[config.mk]
export PLATFORM = sky130hd
export DESIGN_NAME = msp_frame_parser
export DESIGN_NICKNAME = d
export VERILOG_FILES = /design/src/sv/msp_pkg.sv /design/src/sv/msp_core.sv /design/src/sv/msp_out_reg.sv /design/src/sv/msp_frame_parser.sv
export VERILOG_INCLUDE_DIRS = /design/src /design/src/sv
export SDC_FILE = /design/constraint.sdc
export NUM_CORES = 1
export LEC_CHECK = 0
export ABC_CLOCK_PERIOD_IN_PS = 4850
export BUFFER_PORTS_ARGS = -buffer_cell sky130_fd_sc_hd__buf_4
export CORE_MARGIN = 2
export CORE_UTILIZATION = 30
export DETAILED_ROUTE_END_ITERATION = 7
export GPL_TIMING_DRIVEN = 0
export HOLD_SLACK_MARGIN = 0.05
export PLACE_DENSITY = 0.52
export SLEW_MARGIN = 10
export SYNTH_ARGS = -nofsm -noshare
export SYNTH_HDL_FRONTEND = slang
export SYNTH_SLANG_ARGS = --single-unit
[constraint.sdc]
create_clock -name clk -period 4.85 [get_ports clk]
set_input_delay 0.485 -clock clk [delete_from_list [all_inputs] [get_ports clk]]
set_output_delay 0.485 -clock clk [all_outputs]
set_load 0.01 [all_outputs]
[src/sv/assert_macros.svh]
// Assertion macros shared by the parser RTL.
// Each macro expects clk and arst_n in the enclosing scope.
`ifndef ASSERT_MACROS_SVH
`define ASSERT_MACROS_SVH

// Condition must hold at every clock edge outside reset.
`define MSP_ASSERT(lbl, cond, msg) \
	lbl: assert property (@(posedge clk) disable iff (!arst_n) (cond)) else $error(msg);

// Antecedent implies consequent in the same cycle.
`define MSP_ASSERT_IMP(lbl, ante, cons, msg) \
	lbl: assert property (@(posedge clk) disable iff (!arst_n) (ante) |-> (cons)) \
		else $error(msg);

// Antecedent implies consequent in the following cycle.
`define MSP_ASSERT_NEXT(lbl, ante, cons, msg) \
	lbl: assert property (@(posedge clk) disable iff (!arst_n) (ante) |=> (cons)) \
		else $error(msg);

`endif

[src/sv/msp_pkg.sv]
// Shared types and constants for the MSP v1 frame parser.
// No dependencies.
package msp_pkg;

	localparam logic [7:0] CH_DOLLAR = 8'h24;
	localparam logic [7:0] CH_M      = 8'h4D;
	localparam logic [7:0] CH_LT     = 8'h3C;
	localparam logic [7:0] CH_GT     = 8'h3E;

	localparam logic [7:0] MAX_LEN_RESET = 8'hFF;

	localparam int OUT_BITS  = 69;
	localparam int OUT_BYTES = (OUT_BITS + 7) / 8;
	localparam int OUT_W     = OUT_BYTES * 8;

	typedef enum logic [2:0] {
		PH_IDLE   = 3'd0,
		PH_DOLLAR = 3'd1,
		PH_M      = 3'd2,
		PH_ARROW  = 3'd3,
		PH_LENGTH = 3'd4,
		PH_BODY   = 3'd5
	} phase_t;

	typedef struct packed {
		logic [15:0] errors_seen;
		logic [15:0] frames_received;
		logic        frame_ok;
		logic        packet_is_reply;
		logic [7:0]  command_code;
		logic [7:0]  payload_length;
		logic [7:0]  payload_index;
		logic [7:0]  payload_byte;
		logic        payload_valid;
		logic        frame_error;
		logic        accepted;
	} result_t;

endpackage

[src/sv/msp_core.sv]
// Parser state and single-pass step logic for one received byte.
// Depends on msp_pkg.
module msp_core (
	input  logic             clk,
	input  logic             arst_n,
	input  logic             cfg_we,
	input  logic [7:0]       cfg_data,
	input  logic             step,
	input  logic [7:0]       rx_byte,
	output msp_pkg::result_t res
);

	msp_pkg::phase_t phase_q, phase_d;
	logic        reply_q, reply_d;
	logic [7:0]  len_q, len_d;
	logic [7:0]  offset_q, offset_d;
	logic [7:0]  xor_q, xor_d;
	logic [7:0]  cmd_q, cmd_d;
	logic [15:0] good_q, good_d;
	logic [15:0] bad_q, bad_d;
	logic [7:0]  max_len_q;
	logic        ok, pv, fok;

	// byte classification for the current phase
	always_comb begin
		ok  = 1'b0;
		pv  = 1'b0;
		fok = 1'b0;
		case (phase_q)
			msp_pkg::PH_IDLE:   ok = (rx_byte == msp_pkg::CH_DOLLAR);
			msp_pkg::PH_DOLLAR: ok = (rx_byte == msp_pkg::CH_M);
			msp_pkg::PH_M:      ok = (rx_byte inside {msp_pkg::CH_LT, msp_pkg::CH_GT});
			msp_pkg::PH_ARROW:  ok = (rx_byte <= max_len_q);
			msp_pkg::PH_LENGTH: ok = 1'b1;
			msp_pkg::PH_BODY: begin
				if (offset_q < len_q) begin
					pv = 1'b1;
					ok = 1'b1;
				end else if (xor_q == rx_byte) begin
					fok = 1'b1;
					ok  = 1'b1;
				end
			end
			default: ok = 1'b0;
		endcase
	end

	// next phase
	always_comb begin
		phase_d = phase_q;
		if (!ok) begin
			phase_d = msp_pkg::PH_IDLE;
		end else begin
			case (phase_q)
				msp_pkg::PH_IDLE:   phase_d = msp_pkg::PH_DOLLAR;
				msp_pkg::PH_DOLLAR: phase_d = msp_pkg::PH_M;
				msp_pkg::PH_M:      phase_d = msp_pkg::PH_ARROW;
				msp_pkg::PH_ARROW:  phase_d = msp_pkg::PH_LENGTH;
				msp_pkg::PH_LENGTH: phase_d = msp_pkg::PH_BODY;
				msp_pkg::PH_BODY:   phase_d = fok ? msp_pkg::PH_IDLE : msp_pkg::PH_BODY;
				default:            phase_d = msp_pkg::PH_IDLE;
			endcase
		end
	end

	// data registers and result
	always_comb begin
		reply_d  = reply_q;
		len_d    = len_q;
		offset_d = offset_q;
		xor_d    = xor_q;
		cmd_d    = cmd_q;
		good_d   = good_q;
		bad_d    = ok ? bad_q : bad_q + 16'd1;
		case (phase_q)
			msp_pkg::PH_M: begin
				if (ok) reply_d = (rx_byte == msp_pkg::CH_GT);
			end
			msp_pkg::PH_ARROW: begin
				if (ok) begin
					len_d    = rx_byte;
					offset_d = 8'd0;
					xor_d    = rx_byte;
				end
			end
			msp_pkg::PH_LENGTH: begin
				cmd_d = rx_byte;
				xor_d = xor_q ^ rx_byte;
			end
			msp_pkg::PH_BODY: begin
				if (pv) begin
					offset_d = offset_q + 8'd1;
					xor_d    = xor_q ^ rx_byte;
				end
				if (fok) good_d = good_q + 16'd1;
			end
			default: ;
		endcase

		res.accepted        = ok;
		res.frame_error     = !ok;
		res.payload_valid   = pv;
		res.payload_byte    = pv ? rx_byte : 8'd0;
		res.payload_index   = pv ? offset_q : 8'd0;
		res.payload_length  = len_d;
		res.command_code    = cmd_d;
		res.packet_is_reply = reply_d;
		res.frame_ok        = fok;
		res.frames_received = good_d;
		res.errors_seen     = bad_d;
	end

	always_ff @(posedge clk or negedge arst_n) begin
		if (!arst_n) begin
			phase_q  <= msp_pkg::PH_IDLE;
			reply_q  <= 1'b0;
			len_q    <= 8'd0;
			offset_q <= 8'd0;
			xor_q    <= 8'd0;
			cmd_q    <= 8'd0;
			good_q   <= 16'd0;
			bad_q    <= 16'd0;
		end else if (step) begin
			phase_q  <= phase_d;
			reply_q  <= reply_d;
			len_q    <= len_d;
			offset_q <= offset_d;
			xor_q    <= xor_d;
			cmd_q    <= cmd_d;
			good_q   <= good_d;
			bad_q    <= bad_d;
		end
	end

	always_ff @(posedge clk or negedge arst_n) begin
		if (!arst_n) begin
			max_len_q <= msp_pkg::MAX_LEN_RESET;
		end else if (cfg_we) begin
			max_len_q <= cfg_data;
		end
	end

endmodule

[src/sv/msp_out_reg.sv]
// Result register: holds one packed result until the master side takes it.
// Depends on msp_pkg.
module msp_out_reg (
	input  logic                       clk,
	input  logic                       arst_n,
	input  logic                       load,
	input  msp_pkg::result_t           res,
	input  logic                       m_tready,
	output logic                       m_tvalid,
	output logic [msp_pkg::OUT_W-1:0]  m_tdata
);

	logic [msp_pkg::OUT_W-1:0] data_s2;
	logic                      valid_s2;

	always_ff @(posedge clk or negedge arst_n) begin
		if (!arst_n) begin
			valid_s2 <= 1'b0;
		end else if (load) begin
			valid_s2 <= 1'b1;
		end else if (m_tready) begin
			valid_s2 <= 1'b0;
		end
	end

	// struct packs with accepted in bit 0
	always_ff @(posedge clk) begin
		if (load) data_s2 <= {{(msp_pkg::OUT_W - msp_pkg::OUT_BITS){1'b0}}, res};
	end

	assign m_tvalid = valid_s2;
	assign m_tdata  = data_s2;

endmodule

[src/sv/msp_frame_parser.sv]
// Top level of the MSP v1 frame parser: input register, step logic, result register.
// Depends on msp_pkg, msp_core, msp_out_reg and assert_macros.svh.
//
// Usage:
//  The slave channel takes one serial byte per item in s_tdata. The master
//  channel gives one result item for every byte: grammar verdict, payload
//  byte and index, frame header fields, frame_ok and the two 16-bit counters.
//  Payload items must be dropped downstream unless frame_ok follows.
//  cfg_we/cfg_data write the maximum payload length (reset 255); write only
//  while no item is in flight.
//  Path: a byte is held in the input register, and its result in the result
//  register, which drives m_tvalid; the result register is loaded only when
//  it is empty or its result is taken in the same cycle.
//  Throughput: one item per cycle while the master side does not stall.
//  When the master side stalls, the result register holds; the input
//  register takes an item only while empty, and s_tready stays low once full.
//  Reset clears the parser to idle, zeroes both counters and empties the
//  pipeline.
`include "assert_macros.svh"

module msp_frame_parser (
	input  logic                      clk,
	input  logic                      arst_n,
	input  logic                      cfg_we,
	input  logic [7:0]                cfg_data,
	input  logic                      s_tvalid,
	output logic                      s_tready,
	input  logic [7:0]                s_tdata,  // [7:0] rx_byte
	output logic                      m_tvalid,
	input  logic                      m_tready,
	// [0] accepted, [1] frame_error, [2] payload_valid, [10:3] payload_byte,
	// [18:11] payload_index, [26:19] payload_length, [34:27] command_code,
	// [35] packet_is_reply, [36] frame_ok, [52:37] frames_received,
	// [68:53] errors_seen, [71:69] zero
	output logic [msp_pkg::OUT_W-1:0] m_tdata
);

	logic             valid_s1;
	logic [7:0]       byte_s1;
	logic             advance;
	msp_pkg::result_t res;

	assign advance  = valid_s1 && (!m_tvalid || m_tready);
	assign s_tready = !valid_s1 || advance;

	always_ff @(posedge clk or negedge arst_n) begin
		if (!arst_n) begin
			valid_s1 <= 1'b0;
		end else if (s_tready) begin
			valid_s1 <= s_tvalid;
		end
	end

	always_ff @(posedge clk) begin
		if (s_tready && s_tvalid) byte_s1 <= s_tdata;
	end

	msp_core u_core (
		.clk     (clk),
		.arst_n  (arst_n),
		.cfg_we  (cfg_we),
		.cfg_data(cfg_data),
		.step    (advance),
		.rx_byte (byte_s1),
		.res     (res)
	);

	msp_out_reg u_out (
		.clk     (clk),
		.arst_n  (arst_n),
		.load    (advance),
		.res     (res),
		.m_tready(m_tready),
		.m_tvalid(m_tvalid),
		.m_tdata (m_tdata)
	);

	// exactly one verdict per result
	`MSP_ASSERT_IMP(a_verdict, m_tvalid, m_tdata[0] != m_tdata[1], "accepted/frame_error clash")
	// a frame end is never also a payload byte
	`MSP_ASSERT_IMP(a_fok_excl, m_tvalid && m_tdata[36], m_tdata[0] && !m_tdata[2],
		"frame_ok on a payload or rejected byte")
	// payload index stays below the frame length
	`MSP_ASSERT_IMP(a_pidx, m_tvalid && m_tdata[2], m_tdata[18:11] < m_tdata[26:19],
		"payload index beyond length")
	// a stalled full pipeline keeps the input side closed
	`MSP_ASSERT_NEXT(a_stall, valid_s1 && m_tvalid && !m_tready, valid_s1,
		"input item lost during stall")

endmodule
; Yosys cells after proc, flatten, opt, wreduce, memory -nomap -nowiden
; Cells that the tools add are included.
[word_totals]
ff_bits = 155
elab_cells = 72
[classes]
magnitude_cmp = 2
n_eq_ne = 12
n_bitwise = 1
mux = 26
addsub = 3
n_reduce_logical = 14
[op_table]
columns = operator, n
row1 = $mux 8, 7
row2 = $mux 16, 3
row3 = $add 16x1->16 const B, 2
row4 = $eq 8x6->1 const B, 3
row5 = $pmux 8 s3, 1
row6 = $pmux 3 s6, 1
row7 = $pmux 8 s2, 1
row8 = $mux 1, 10
row9 = $add 8x1->8 const B, 1
row10 = $eq 8x7->1 const B, 1
row11 = $eq 8x8->1, 1
row12 = $le 8x8->1, 1
row13 = $lt 8x8->1, 1
row14 = $reduce_and 4->1, 2
row15 = $xor 8x8->8, 1
row16 = $eq 3x2->1 const B, 2
row17 = $eq 3x3->1 const B, 2
row18 = $mux 3, 2
row19 = $pmux 1 s6, 1
row20 = $reduce_bool 2->1, 3
row21 = $ne 2x1->1 const B, 2
row22 = $eq 3x1->1 const B, 1
row23 = $logic_not 1->1, 3
row24 = $logic_not 3->1, 1
row25 = other kinds (3), 5

; Longest topological paths before layout
; Gate-level depths: netlist (run 1).
[logic_depth]
word_depth = 7
mapped_depth = 10
mapped_depth_nobuf = 8

; Cells and area by module
; A second synthesis (run 1) with hierarchy kept.
[hier_totals]
hier_cells = 619
hier_area_um2 = 7314.5
[by_module_without_submodules]
columns = module, cells_per_inst, seq_area_each_um2, area_per_inst_um2, instances
row1 = msp_core, 529, 1911.8, 4868.4, 1
row2 = msp_out_reg, 76, 2097.0, 2134.5, 1
row3 = msp_frame_parser, 14, 265.3, 311.5, 1

; Worst setup path before layout (run 1)
; Ideal clock, no wire load.
[synth_path]
path_kind = input -> register
from = input port m_tready
to = register u_core.offset_q[1]
setup_ns = 0.127
stages = 6
slack_ns = 1.174
arrival_ns = 3.549
n_path_buf = 1
path_cell_list = nand2b_1 > nand2_1 > clkinv_1 > clkbuf_1 > o21ai_0 > a32o_1
[synth_via]
elab_chain_cells = 3
[synth_lines]
columns = item, line_no
row1 = "start, declared", msp_frame_parser.sv:30  ; input logic m_tready,
row2 = $logic_or 1x1->1, msp_frame_parser.sv:43  ; assign advance = valid_s1 && (!m_tvalid || m_tready);
row3 = $logic_and 1x1->1, msp_frame_parser.sv:43
row4 = via advance, msp_frame_parser.sv:40  ; logic advance;
row5 = $reduce_and 4->1 (no line), --
row6 = "end signal, assigned", msp_core.sv:127  ; offset_q <= offset_d;
row7 = "end, declared", msp_core.sv:16  ; logic [7:0] offset_q, offset_d;
; The timed path passes the listed nets, and every way through them passes these cells.
; A chain may end at the register's enable or synchronous reset.

==> impl_metrics.csv, run 1 <==
group,metric,value,unit
clock_tree,cts_sinks,155,
floorplanning,chipHeight,163,µm
run_status,outcome,"completed",
synth,synthArstFlopShare,50.3,%
finish,final_layout_size_suffix_gt1_share,27.5,%
finish,stdcell_count,1084,
finish,postLayoutCellArea,9290,µm²
timing,rsz0062_at_grt,"false",
placement,port_buffers,91,
job,drv_cap,0,
setup_path,path_delay_family,"buffers and inverters",
setup_path,r2r-start,"byte_s1[0]",
routing,vias_per_cell,4.65,
synth,netlist_area,7590,µm²
clock_tree,cts_tree,"yes",
timing,fin_crit_sh,60.8,%
setup_path,r2r_setup_slack,1.90,ns
setup_path,crit_fanout,10,
setup_path,ff2ff_path_depth,10,
floorplanning,rows,58,
finish,area_growth,22.3,%
synth,ys_top_cells_by_area,"edfxtp_1 30%, dfrtp_1 23%, xor2_1 4.7%",
setup_path,max_stage_delay,0.49,ns
clock_tree,hold_buffers,0,
routing,drt.antenna.violating_nets,0,
setup_path,timing.rr.end,"u_out.m_tdata[60]",
timing,fmax,339,MHz
global_routing,grt_pass1_vias,5203,
global_routing,grt_overflow_total,0,
synth,yosys_warnings,0,
setup_path,path_class,"flip-flop to flip-flop",
setup_path,endpoint_kind,"flip-flop",
clock_tree,ctsLongestPathBuffers,2,
min_path,hp-class,"input pin to flip-flop",
finish,diodes,0,
setup_path,crit_cells,10,
setup_path,critPathRequiredTime,5.00,ns
clock_tree,cts_buffers,17,
clock_tree,h-tree-depth,4,
timing,setup_viol,0,
power_and_ir_drop,p_leak,3.98,nW
floorplanning,die_w,163,µm
global_routing,grt_antenna_before_repair,0,
routing,first_pass_iters,5,
setup_path,worstPathArrival,3.10,ns
synth,synth_edf_count,77,
finish,final_cell_mix,"98 x buf_4, 77 x edfxtp_1, 70 x dfrtp_1",
power_and_ir_drop,cellPowerDensity,441,nW/µm²
routing,vias,5036,
clock_tree,post-cts-setup-buffer-count,0,
routing,drcViolationCount,0,
setup_path,cp-endpoint,"u_out.m_tdata[60]",
setup_path,cp_cell_sequence,"clkbuf_2, inv_1, ha_1, nand4_1, nor2b_1, a21boi_1, nor3_2, clkbuf_1, nor4_1, xor2_1",
timing,maxSlewViolCount,0,
power_and_ir_drop,p_total,0.00409,W
setup_path,start_kind,"flip-flop",
synth,synth_top_area_cell,"edfxtp_1",
global_routing,busiest_layer,"met2",
finish,mostFrequentLayoutCell,"buf_4",
global_routing,grt_use_met1,17.8,%
synth,synthDominantCellAreaShare,30.4,%
global_routing,use_met2,22.1,%
floorplanning,initial_core_util,30.3,%
placement,placedInstanceArea,8720,µm²
floorplanning,dieArea,26600,µm²
synth,synth.distinct_cells,75,
timing,fin_skew,0.00769,ns
global_routing,use_met3,2.69,%
power_and_ir_drop,ir_drop,0.211,mV
global_routing,grt_pass1_wl,27700,µm
routing,drt_iter0_drc,194,
synth,ys_seq_area_share,56.3,%
placement,place_congestion,0.758,
routing,wl,17300,µm
synth,synth-seq-cells,155,
finish,fin_nets,780,
timing,relSlewSlack,27.7,%
global_routing,grt_util_all_layers,13.5,%
setup_path,cp-startpoint,"byte_s1[0]",
routing,routedWlPerCell,15.9,µm
timing,hold_viol,0,
clock_tree,clockRootBuffer,"clkbuf_16",
synth,synth_area_per_cell,12.1,µm²
clock_tree,cts.clk_slew.worst_paths,0.06,ns
timing,min_period,2.95,ns
global_routing,grt_max_degree,79,
clock_tree,cts_resized,0,
setup_path,worst_path_max_delay_cell,"clkbuf_1",
clock_tree,insertion_delay,0.42,ns
setup_path,crit_buf_inv,3,
floorplanning,io_pins,95,
placement,dp_hpwl,11900,µm
synth,synth_ff_type,"edfxtp_1",
placement,dp.cells,1052,
timing,tightest_slew,1.09,ns
floorplanning,core_area,25000,µm²
synth,synth_cells,628,
-- per-layer routing --
layer	routed length [µm]	vias to the layer above
li1	-	2484
met1	8080	2446
met2	8200	94
met3	751	12
met4	219	0
met5	0	-
-- cells in the mapped netlist, types with 9 or more instances --
cell / count
and3_1: 9
nand3_1: 23
clkbuf_1: 9
o21ai_0: 21
nand2_1: 56
and2_1: 21
xnor2_1: 27
a21oi_1: 13
edfxtp_1: 77
nor2_1: 22
mux2i_1: 12
inv_1: 24
nor4_1: 16
ha_1: 18
buf_2: 13
dfrtp_1: 70
mux2_2: 28
xor2_1: 41
nor3_1: 19
-- cells by family after synthesis --
| group | synth area share (%) |
|---|---|
| simple gates | 15.4 |
| compound gates | 8.04 |
| buf+inv | 3.49 |
| mux | 5.93 |
| fa+ha+maj | 2.97 |
| xor+xnor | 7.84 |
| flops | 56.3 |
| other cells | 0.0494 |
-- sequential cells by signal, indices dropped and copies added (netlist names) --
signal and count:
u_out.m_tvalid 1, u_core.good_q 16, u_core.bad_q 16, u_core.reply_q 1
u_core.cmd_q 8, u_out.m_tdata 69, u_core.xor_q 8, u_core.len_q 8
u_core.max_len_q 8, valid_s1 1, u_core.offset_q 8, byte_s1 8
u_core.phase_q 3
-- worst min-delay path by stage --
| stage | endpoint | startpoint | slack (ns) | cells past startpoint |
|---|---|---|---|---|
| after floorplan | u_core.bad_q[0] | arst_n | 0.19 | 0 |
| after global routing | byte_s1[7] | s_tdata[7] | 0.22 | 1 |
| after global placement | u_core.reply_q | u_core.reply_q | 0.45 | 2 |
| final | byte_s1[7] | s_tdata[7] | 0.24 | 1 |
| after detailed placement | u_core.reply_q | u_core.reply_q | 0.46 | 2 |
| after CTS | byte_s1[0] | s_tdata[0] | 0.22 | 1 |
-- report_power, final --
group,leakage [nW],total [W],internal (W),switching (W)
Clock,0.257,0.00128,0.000716,0.000567
Combinational,1.98,0.00102,0.000475,0.000547
Sequential,1.75,0.00179,0.00164,0.000148
-- worst reg2reg max path, cell delays in order, from the launching register on --
cell and delay [ns]:
edfxtp_1 0.32, clkbuf_2 0.24, inv_1 0.17, ha_1 0.31, nand4_1 0.10, nor2b_1 0.14, a21boi_1 0.16, nor3_2 0.43
clkbuf_1 0.49, nor4_1 0.14, xor2_1 0.18
-- cell type report --
cell class | count | area (µm²)
plain buffers | 32 | 175
well taps | 330 | 413
repair buffers | 92 | 703
clock buffers | 18 | 429
clock inverters | 14 | 136
multi-input cells | 418 | 3060
inverters | 25 | 93.8
flip-flops and latches | 155 | 4270
fillers | 2531 | 15700
-- metrics by stage --
| step | TNS, ns | hold WS [ns] | util, % | setup WS, ns |
|---|---|---|---|---|
| final | 0 | 0.238 | 37.1 | 1.90 |
| after global routing | 0 | 0.221 | 37.1 | 1.68 |
| after CTS | 0 | 0.216 | 37.1 | 1.83 |
| after detailed placement | 0 | 0.460 | 34.8 | 1.85 |
| after global placement | -17.34 | 0.454 | 34.7 | -0.709 |
| after floorplan | 0 | 0.189 | - | 1.17 |
(Power assumes the default switching activity.)
==> run 2: changes to the inputs <==
ABC_AREA = 1   (was not set)
ABC_CLOCK_PERIOD_IN_PS = 2400   (was 4850)
PLACE_DENSITY = 0.53   (was 0.52)
clock period = 2.4 ns   (was 4.85 ns; I/O delays follow)
==> run 2 against run 1 <==
Cell area is 3.9% higher. Maximum frequency is 29% higher. Critical path depth is 4 higher. Sequential power is 120% higher. Die area is 1.7% higher. Register-to-register slack worse by 1.8 ns. Sequential share of layout area is 1.7 points lower. Combinational power grew to 2.9 times the previous value. Critical path type unchanged. Critical endpoint is now u_out.m_tdata[54]. Largest power group unchanged.
==> impl_metrics.csv, run 2 <==
group,metric,value,unit
run_status,outcome,"completed",
finish,final_layout_size_suffix_gt1_share,20.9,%
synth,synth_top_area_cell,"edfxtp_1",
routing,drt.antenna.violating_nets,0,
setup_path,worst_path_max_delay_cell,"edfxtp_1",
finish,multiInputGateArea,2940,µm²
job,drv_cap,0,
synth,synth_ff_type,"edfxtp_1",
clock_tree,cts_sinks,155,
floorplanning,dieArea,27100,µm²
synth,synthDominantCellAreaShare,29.9,%
timing,setup_viol,0,
power_and_ir_drop,ir_drop,0.408,mV
finish,mostFrequentLayoutCell,"nand2_1",
routing,drcViolationCount,0,
setup_path,worstPathArrival,2.46,ns
clock_tree,h-tree-depth,4,
clock_tree,insertion_delay,0.43,ns
finish,area_growth,24.9,%
setup_path,path_class,"flip-flop to flip-flop",
finish,final_cell_mix,"273 x nand2_1, 102 x buf_4, 85 x inv_1",
timing,final.setup.tns,0,ns
finish,fin_util,38.2,%
floorplanning,io_pins,95,
synth,synth.distinct_cells,40,
global_routing,grt_pass1_wl,30700,µm
setup_path,path_delay_family,"simple AND/OR/NAND/NOR gates",
placement,port_buffers,91,
routing,drt_iter0_drc,321,
routing,routedWlPerCell,14.3,µm
synth,synth_common_cells,"273 x nand2_1, 85 x inv_1, 77 x edfxtp_1",
setup_path,crit_buf_inv,3,
finish,diodes,0,
finish,seq_area,4270,µm²
power_and_ir_drop,cellPowerDensity,983,nW/µm²
timing,min_period,2.29,ns
setup_path,critPathRequiredTime,2.57,ns
synth,synth_cells,858,
floorplanning,die_w,165,µm
synth,synthArstFlopShare,50.3,%
global_routing,grt_overflow_total,0,
setup_path,crit_cells,14,
power_and_ir_drop,p_clk_share,26.9,%
routing,wl,19200,µm
finish,fin_nets,1033,
power_and_ir_drop,intPower,0.00615,W
floorplanning,initial_core_util,30.6,%
floorplanning,rows,58,
setup_path,ff2ff_path_depth,14,
clock_tree,cts_buffers,17,
setup_path,max_stage_delay,0.52,ns
setup_path,cp_cell_sequence,"inv_2, ha_1, inv_1, nand2_1, nand2_1, nand2_1, nand2_1, nand2_1, nand2_1, nand2_1, nand2_4, clkbuf_4, nand4_1, and2_1",
global_routing,grt_antenna_before_repair,0,
floorplanning,chipHeight,165,µm
placement,dp_hpwl,13300,µm
finish,largest_reg_flops,69,
timing,maxSlewViolCount,0,
global_routing,grt_max_degree,79,
setup_path,start_kind,"flip-flop",
power_and_ir_drop,swShare,35.2,%
synth,synth-seq-cells,155,
routing,vias_per_cell,4.48,
placement,place_congestion,0.813,
min_path,hp-class,"input pin to async pin",
power_and_ir_drop,p_comb_share,31.0,%
power_and_ir_drop,power.switching,0.00334,W
setup_path,endpoint_kind,"flip-flop",
synth,netlist_area,7730,µm²
setup_path,crit_fanout,10,
clock_tree,ctsLongestPathBuffers,2,
routing,vias,5994,
synth,ys_top_cells_by_area,"edfxtp_1 30%, dfrtp_1 23%, nand2_1 13%",
timing,fin_crit_sh,95.5,%
finish,n_fill_cell,2560,
synth,yosys_warnings,0,
synth,post-synth-top-count-cell,"nand2_1",
clock_tree,clockRootBuffer,"clkbuf_16",
floorplanning,core_area,25300,µm²
timing,rsz0062_at_grt,"true",
timing,tightest_slew,1.10,ns
power_and_ir_drop,p_leak,4.38,nW
clock_tree,cts.clk_slew.worst_paths,0.06,ns
timing,hold_viol,0,
timing,fin_skew,0.00997,ns
global_routing,grt_pass1_vias,5796,
power_and_ir_drop,seqPwrFrac,42.1,%
routing,first_pass_iters,4,
clock_tree,cts_tree,"yes",
synth,ys_seq_area_share,55.3,%
setup_path,cp_common_cell,"nand2_1",
synth,synth_area_per_cell,9.01,µm²
synth,synth_edf_count,77,
global_routing,grt_util_all_layers,14.8,%
timing,fmax,436,MHz
timing,relSlewSlack,26.5,%
## run 2: cell count changes in the layout (fill, tap and decap cells not counted), moves of 19 or more
cell	delta
xnor2_1	-20
nand2_2	+29
inv_1	+61
xor2_1	-23
nor2_1	+25
and2_1	-19
mux2_2	-27
o21ai_0	+43
nand2_1	+217
## run 2: path summary, 6_finish.rpt
kind | start | end | slack [ns]
worst max-delay path | byte_s1[0] | u_out.m_tdata[54] | 0.11
worst min-delay path | arst_n | u_core.cmd_q[3] | 0.03
worst max register to register | byte_s1[0] | u_out.m_tdata[54] | 0.11
worst min register to register | u_core.reply_q | u_core.reply_q | 0.49
max in group asynchronous | arst_n | u_core.bad_q[2] | 1.68
min in group clk | m_tready | u_out.m_tvalid | 0.09
## run 2: per-layer routing
metal  global-route usage, %  vias to the layer above  wire length (µm)
met4                    3.48                        0                60
met1                    19.9                     2813              9070
met2                    24.2                      117              9220
met3                    3.42                        4               808
li1                        -                     3060                 -
met5                       0                        -                 0
## run 2: area by class of cell
type | instances | area share [%]
Tap cell | 330 | 4.28
Multi-Input combinational cell | 580 | 30.5
Clock buffer | 22 | 4.71
Clock inverter | 10 | 0.985
Buffer | 30 | 1.98
Timing Repair Buffer | 115 | 9.59
Sequential cell | 155 | 44.3
Inverter | 95 | 3.72
## run 2: kinds of logic after synthesis
family | count (synthesis) | share of synthesized area [%]
adders and majority gates | 18 | 2.91
muxes | 1 | 0.146
xor gates and xnor gates | 25 | 2.83
other | 1 | 0.0485
and+or+nand+nor | 437 | 25.4
buffers and inverters | 125 | 6.85
AOI/OAI and AO/OA | 96 | 6.54
DFF | 155 | 55.3
## run 2: power by group through the flow
stage          clock network (W)  logic (W)  registers [W]
6_report                 0.00255    0.00294        0.00399
3_3_place_gp                   0    0.00284        0.00405
2_1_floorplan                  0    0.00181        0.00408
4_1_cts                  0.00263    0.00296        0.00400
3_5_place_dp                   0    0.00289        0.00405
5_1_grt                  0.00273    0.00334        0.00408
## run 2: repair_timing
item | 4_1_cts | 5_1_grt
gates resized for setup | 3 | 11
hold buffers | 17 | 0
hold endpoints to repair | 16 | 0
buffers inserted | 3 | 3
endpoints found under the setup margin | 59 | 92
## run 2: stage by stage
| step | hold WS (ns) | std cells | cell area, µm² | power, W | setup WS (ns) |
|---|---|---|---|---|---|
| 6_report | 0.0345 | 1337 | 9650 | 0.00949 | 0.107 |
| 5_1_grt | 0.100 | 1337 | 9650 | 0.0102 | -0.0637 |
| 4_1_cts | 0.0680 | 1334 | 9610 | 0.00959 | 0.00222 |
| 3_5_place_dp | 0.419 | 1282 | 8860 | 0.00694 | -0.253 |
| 3_3_place_gp | 0.421 | 1281 | 8830 | 0.00689 | -0.782 |
| 2_1_floorplan | -0.0556 | 860 | 7740 | 0.00588 | 0.0387 |
## run 2: worst register-to-register path, stage by stage, from the launching register on
cell and delay, ns:
edfxtp_1 0.52, inv_2 0.14, ha_1 0.22, inv_1 0.05, nand2_1 0.04, nand2_1 0.05, nand2_1 0.04, nand2_1 0.05
nand2_1 0.04, nand2_1 0.06, nand2_1 0.10, nand2_4 0.16, clkbuf_4 0.24, nand4_1 0.13, and2_1 0.21
